--- src/hdl/cegs_pkg.sv ---
package cegs_pkg;

  // Default table sizes.
  localparam int unsigned MAX_ROWS_DEF    = 1024;
  localparam int unsigned MAX_ENTRIES_DEF = 4096;

  // Request field widths.
  localparam int CMD_W   = 2;
  localparam int SLOT_W  = 13;
  localparam int ROW_W   = 10;
  localparam int COL_W   = 16;
  localparam int WORD_W  = 32;
  localparam int START_W = 13;

  // Request commands.
  localparam logic [CMD_W-1:0] CMD_WR_ROW = 2'd0;
  localparam logic [CMD_W-1:0] CMD_WR_ENT = 2'd1;
  localparam logic [CMD_W-1:0] CMD_QUERY  = 2'd2;

  // Commands from the controller to the datapath.
  typedef struct packed {
    logic wr_row;    // store a row start from the request
    logic wr_ent;    // store an entry column and value from the request
    logic capture;   // latch the query row and column
    logic rs_rd;     // read the row start table
    logic rs_next;   // read address is row + 1 instead of row
    logic lo_load;   // load the window low bound from the row start read
    logic win_upd;   // update the search window
    logic win_step;  // window follows the last probe instead of the row bounds
    logic probe_rd;  // read the entry tables at the window midpoint
    logic res_hit;   // hold the probed value as the answer
    logic res_miss;  // hold zero as the answer
    logic out_load;  // move the answer to the output register
  } cegs_cmd_t;

  // Status from the datapath to the controller.
  typedef struct packed {
    logic row_ok;    // requested row is inside the table
    logic win_open;  // next window is not empty
    logic match;     // probed column equals the queried column
    logic out_free;  // output register can take an answer this cycle
  } cegs_sts_t;

endpackage

--- src/hdl/cegs_ctrl.sv ---
module cegs_ctrl import cegs_pkg::*; (
  input  logic             clk,
  input  logic             rst_n,
  input  logic             in_valid,
  output logic             in_stall,
  input  logic [CMD_W-1:0] in_cmd,
  input  cegs_sts_t        sts,
  output cegs_cmd_t        cmd
);

  typedef enum logic [5:0] {
    ST_IDLE  = 6'b000001,
    ST_RD_LO = 6'b000010,
    ST_RD_HI = 6'b000100,
    ST_WIN   = 6'b001000,
    ST_PROBE = 6'b010000,
    ST_DONE  = 6'b100000
  } cegs_state_t;

  cegs_state_t state_r;
  cegs_state_t state_nxt;
  logic        accept;

  // Requests are taken only between queries.
  assign in_stall = (state_r != ST_IDLE);
  assign accept   = in_valid && (state_r == ST_IDLE);

  // Sequencing: two row start reads, then one probe per cycle.
  always_comb begin
    state_nxt = state_r;
    cmd       = '0;
    unique case (state_r)
      ST_IDLE: begin
        if (accept) begin
          unique case (in_cmd)
            CMD_WR_ROW: cmd.wr_row = 1'b1;
            CMD_WR_ENT: cmd.wr_ent = 1'b1;
            CMD_QUERY: begin
              cmd.capture = 1'b1;
              if (sts.row_ok) begin
                state_nxt = ST_RD_LO;
              end else begin
                cmd.res_miss = 1'b1;
                state_nxt    = ST_DONE;
              end
            end
            default: ;
          endcase
        end
      end
      ST_RD_LO: begin
        cmd.rs_rd = 1'b1;
        state_nxt = ST_RD_HI;
      end
      ST_RD_HI: begin
        cmd.lo_load = 1'b1;
        cmd.rs_rd   = 1'b1;
        cmd.rs_next = 1'b1;
        state_nxt   = ST_WIN;
      end
      ST_WIN: begin
        cmd.win_upd = 1'b1;
        if (sts.win_open) begin
          cmd.probe_rd = 1'b1;
          state_nxt    = ST_PROBE;
        end else begin
          cmd.res_miss = 1'b1;
          state_nxt    = ST_DONE;
        end
      end
      ST_PROBE: begin
        if (sts.match) begin
          cmd.res_hit = 1'b1;
          state_nxt   = ST_DONE;
        end else begin
          cmd.win_step = 1'b1;
          cmd.win_upd  = 1'b1;
          if (sts.win_open) begin
            cmd.probe_rd = 1'b1;
          end else begin
            cmd.res_miss = 1'b1;
            state_nxt    = ST_DONE;
          end
        end
      end
      ST_DONE: begin
        if (sts.out_free) begin
          cmd.out_load = 1'b1;
          state_nxt    = ST_IDLE;
        end
      end
      default: state_nxt = ST_IDLE;
    endcase
  end

  always_ff @(posedge clk) begin
    if (!rst_n) begin
      state_r <= ST_IDLE;
    end else begin
      state_r <= state_nxt;
    end
  end

endmodule

--- config.mk ---
export PLATFORM = sky130hd
export DESIGN_NAME = cegs_ctrl
export DESIGN_NICKNAME = d
export VERILOG_FILES = /design/src/hdl/cegs_pkg.sv /design/src/hdl/cegs_ctrl.sv
export SDC_FILE = /design/constraint.sdc
export NUM_CORES = 1
export LEC_CHECK = 0
export BUFFER_PORTS_ARGS = -buffer_cell sky130_fd_sc_hd__clkbuf_2
export CORE_AREA = 2 2 39 41
export CTS_CLUSTER_SIZE = 20
export DETAILED_ROUTE_END_ITERATION = 12
export DIE_AREA = 0 0 41 43
export GPL_ROUTABILITY_DRIVEN = 0
export HOLD_SLACK_MARGIN = 0.12
export PLACE_DENSITY = 0.75
export REMOVE_ABC_BUFFERS = 1
export SYNTH_ARGS = -nofsm -noshare
export SYNTH_HDL_FRONTEND = slang
export SYNTH_SLANG_ARGS = --single-unit
--- constraint.sdc ---
create_clock -name clk -period 2.2 [get_ports clk]
set_input_delay 0.33 -clock clk [delete_from_list [all_inputs] [get_ports clk]]
set_output_delay 0.33 -clock clk [all_outputs]
set_load 0.02 [all_outputs]
After elaboration in Yosys (flattened, before gate mapping)
Index checks and enable logic that the tools add are counted.
{ "classes": {"eq_ne": 13, "n_mux": 30, "reduce_logical": 4} }
{ "ops": {"columns": ["operator", "count"], "rows": [
  ["$mux W6", 7],
  ["$pmux W6 S6", 1],
  ["$mux W1", 15],
  ["$mux W3", 3],
  ["$eq A6 B1 Y1 const B", 1],
  ["$eq A6 B2 Y1 const B", 1],
  ["$eq A6 B3 Y1 const B", 1],
  ["$eq A6 B4 Y1 const B", 1],
  ["$eq A6 B5 Y1 const B", 1],
  ["$eq A6 B6 Y1 const B", 1],
  ["$ne A6 B1 Y1 const B", 1],
  ["$ne A2 B2 Y1 const B", 2],
  ["$pmux W1 S2", 2],
  ["$reduce_and A4 Y1", 1],
  ["$ne A3 B3 Y1 const B", 1],
  ["$pmux W1 S3", 1],
  ["$eq A2 B1 Y1 const B", 1],
  ["$eq A2 B2 Y1 const B", 1],
  ["$logic_not A2 Y1", 1],
  ["$mux W2", 1],
  ["$ne A2 B1 Y1 const B", 1],
  ["$reduce_or A2 Y1", 1],
  ["$logic_and A1 B1 Y1", 1]
]} }
{ "totals": {"register_bits": 6, "in_bits": 9, "out_inout_bits": 13, "wordCells": 48} }

Depth between registers and ports, before layout
{ "logic_depth": {"depth_word": 4, "mapped_depth": 6, "depth_no_buf": 4} }

Worst setup path after synthesis
No wires, ideal clock.
{ "synth_path": {"path_type": "flip-flop to output port", "start": "register state_r[1]", "end": "output cmd[11] (netlist bit)", "arrival_ns": 1.852, "t_required_ns": 1.870, "setup_slack_ns": 0.018, "stages_incl_launch_ff": 7, "path_buffers": 2, "path_cell_list": "dfxtp_1 > buf_6 > or4_4 > buf_6 > nor2_1 > inv_1 > nor4b_2"} }
{ "synth_rtl": {"columns": ["item", "line", "rtl"], "rows": [
  ["start: declaration", "cegs_ctrl.sv:20", "cegs_state_t state_r;"],
  ["start signal: assignment", "cegs_ctrl.sv:100", "state_r <= state_nxt;"],
  ["end: declaration", "cegs_ctrl.sv:8", "output cegs_cmd_t cmd"]
]} }

==> results.sh <==
export IMPL_clkTransAtPathRegs_ns=0.05
export IMPL_grt_setup_unrepaired="yes"
export IMPL_core_area_um2=1384
export IMPL_cp_depth=5
export IMPL_path_buf_inv=2
export IMPL_dp_hpwl_um=997.9
export IMPL_ys_types=33
export IMPL_whs_ns=0.3067
export IMPL_drv_cap=0
export IMPL_reg_top3="state_r x6"
export IMPL_r2r_start="state_r[1]"
export IMPL_clock_latency_ns=0.25
export IMPL_busiest_layer="met2"
export IMPL_multi_input_area_um2=367.9
export IMPL_final_nets=93
export IMPL_grt_ovfl_total=0
export IMPL_fin_crit_ns=2.250
export IMPL_cp_end_kind="output pin"
export IMPL_yosysTopAreaCellShare=0.2336
export IMPL_hold_path_depth=2
export IMPL_route_detailed_drc=0
export IMPL_fp_row_count=14
export IMPL_finalMaxSlewViolations=0
export IMPL_cp_data_arrival_time_ns=1.92
export IMPL_syn_to_final_growth_pct=36.50
export IMPL_timing_fmax_mhz=444.4
export IMPL_met2_usage=0.2438
export IMPL_ys_top_cells_by_count="dfxtp_1 (6), inv_1 (6), nand2b_1 (4), nor3_1 (4)"
export IMPL_n_fill_cell=128
export IMPL_grt_use_met3=0.07330
export IMPL_grt_pass1_vias=470
export IMPL_floorplan_die_area_um2=1763
export IMPL_largest_register="state_r"
export IMPL_synth_avg_cell_area_um2=8.866
export IMPL_period_share=1.023
export IMPL_grt_use_total=0.1670
export IMPL_crit_family="simple AND/OR/NAND/NOR gates"
export IMPL_grt_pass1_wl_mm=1.966
export IMPL_syn_area_um2=514.2
export IMPL_start_util=0.3716
export IMPL_post_drt_wl_per_cell_um=15.36
export IMPL_dr_pass1_iters=4
export IMPL_peakVddDrop_mv=0.2850
export IMPL_grt_max_degree=10
export IMPL_drive_gt1_frac=0.5244
export IMPL_cts_inserted_buffers=3
export IMPL_slowest_delay_ns=0.60
export IMPL_synth_seq_cells=6
export IMPL_n_antenna_cell=0
export IMPL_crit_chain="or4_4 -> nor2_4 -> inv_2 -> nor4b_4 -> buf_4"
export IMPL_port_buffers=21
export IMPL_critPathKind="flip-flop to output pin"
export IMPL_clock_skew_final_ns=0.003301
export IMPL_finalHoldViolations=0
export IMPL_rr_worst_depth=5
export IMPL_start_kind="flip-flop"
export IMPL_synth_seq_area_share=0.2336
export IMPL_pre_cts_slack_ns=0.1267
export IMPL_worst_slack_ns=-0.05031
export IMPL_ant_nets=0
export IMPL_violations="setup timing"
export IMPL_slowest_stage="or4_4"
export IMPL_p_leak_nw=0.3419
export IMPL_ys_flop_type="dfxtp_1"
export IMPL_fin_tns_setup_ns=-0.07573
export IMPL_setup_viol=2
export IMPL_final_util=0.5072
export IMPL_synth_warnings=0
export IMPL_hold_class="input pin to flip-flop"
export IMPL_holdBufCountCts=0
export IMPL_yosys_top_cells_area="dfxtp_1 (23%), o32ai_4 (5.4%), nand2b_1 (4.9%)"
export IMPL_die_h_um=43
export IMPL_via_per_inst=5.582
export IMPL_outcome="complete, but fails checks"
export IMPL_tightest_slew_ns=0.4155
export IMPL_hold_start="rst_n"
export IMPL_antenna_found_initial=0
export IMPL_cts_tree="done"
export IMPL_slew_headroom=0.7204
export IMPL_largest_reg_flops=6
export IMPL_regArea_um2=123.9
export IMPL_drt_iter0_markers=12
export IMPL_use_met1=0.2039
export IMPL_route_vias_total=547
export IMPL_synth_edff_count=0
export IMPL_drt_wl_total_mm=1.505
export IMPL_clk_path_buf_depth=2
export IMPL_worst_ep_required_time_ns=1.87
export IMPL_ys_async_sr_fraction=0
export IMPL_reg2reg_to="state_r[5]"
export IMPL_root_buffer="clkbuf_4"
export IMPL_hold_end="state_r[0]"
export IMPL_h_tree_depth=1
export IMPL_yosysTopAreaCell="dfxtp_1"
export IMPL_syn_inst=58
export IMPL_power_density_nw_per_um2=517.8
export IMPL_path_max_fanout=8
export IMPL_r2r_setup_slack_ns=0.39
export IMPL_die_w_um=41
export IMPL_cts_sink_count=6
export IMPL_io_pins=22
## layout make-up
| type | instances | share of cell area |
|---|---|---|
| Clock buffer | 3 | 0.03209 |
| Inverter | 6 | 0.03209 |
| Multi-Input combinational cell | 43 | 0.5241 |
| Sequential cell | 6 | 0.1765 |
| Tap cell | 16 | 0.02852 |
| Timing Repair Buffer | 24 | 0.2068 |
## worst max path at each step
stage / from / endpoint / slack [ns]
after floorplan: state_r[2] / cmd[11] / 0.11
after global placement: state_r[4] / cmd[8] / 0.21
after detailed placement: state_r[2] / cmd[11] / 0.13
after CTS: state_r[3] / cmd[11] / -0.04
after global routing: state_r[1] / cmd[11] / -0.11
final: state_r[1] / cmd[11] / -0.05
## layer usage
metal,vias to the layer above,part of all wire
li1,268,-
met1,265,0.39
met2,10,0.55
met3,4,0.035
met4,0,0.017
met5,-,0
## stage by stage
| step | std cells | power (W) | instance area (µm²) |
|---|---|---|---|
| 2_1_floorplan | 55 | 0.0001956 | 484.2 |
| 3_3_place_gp | 92 | 0.0002248 | 609.3 |
| 3_5_place_dp | 92 | 0.0002278 | 609.3 |
| 4_1_cts | 95 | 0.0003381 | 645.6 |
| 5_1_grt | 98 | 0.0003817 | 701.9 |
| 6_report | 98 | 0.0003634 | 701.9 |
## logic make-up (layout without fill, tap and decap cells)
family | Yosys count | after routing | synth area share
DFF | 6 | 6 | 0.2336
AOI/OAI and AO/OA | 13 | 13 | 0.2385
buffers and inverters | 9 | 33 | 0.1022
xor gates and xnor gates | 1 | 1 | 0.01703
and+or+nand+nor | 29 | 29 | 0.4088
## layout by cell type, fill, tap and decap left out, types with 3 or more instances in the layout
cell,Yosys,routed
buf_4,1,5
clkbuf_2,0,15
clkbuf_4,0,3
dfxtp_1,6,5
inv_1,6,5
nand2b_1,4,4
nor3_1,4,3
o31ai_1,3,3
## where the power goes
part           leakage, nW  switching (W)  internal [W]
registers           0.0494      0.0000110      0.000115
logic                0.279      0.0000742     0.0000604
clock network       0.0138      0.0000415     0.0000618
total                0.342       0.000127      0.000237
## timing repair
action                     CTS  global route
pin swaps                    1             5
resized for setup            5            16
buffers inserted             0             3
setup endpoints to repair    5             3
No activity file was read; power rests on OpenSTA's default activity.
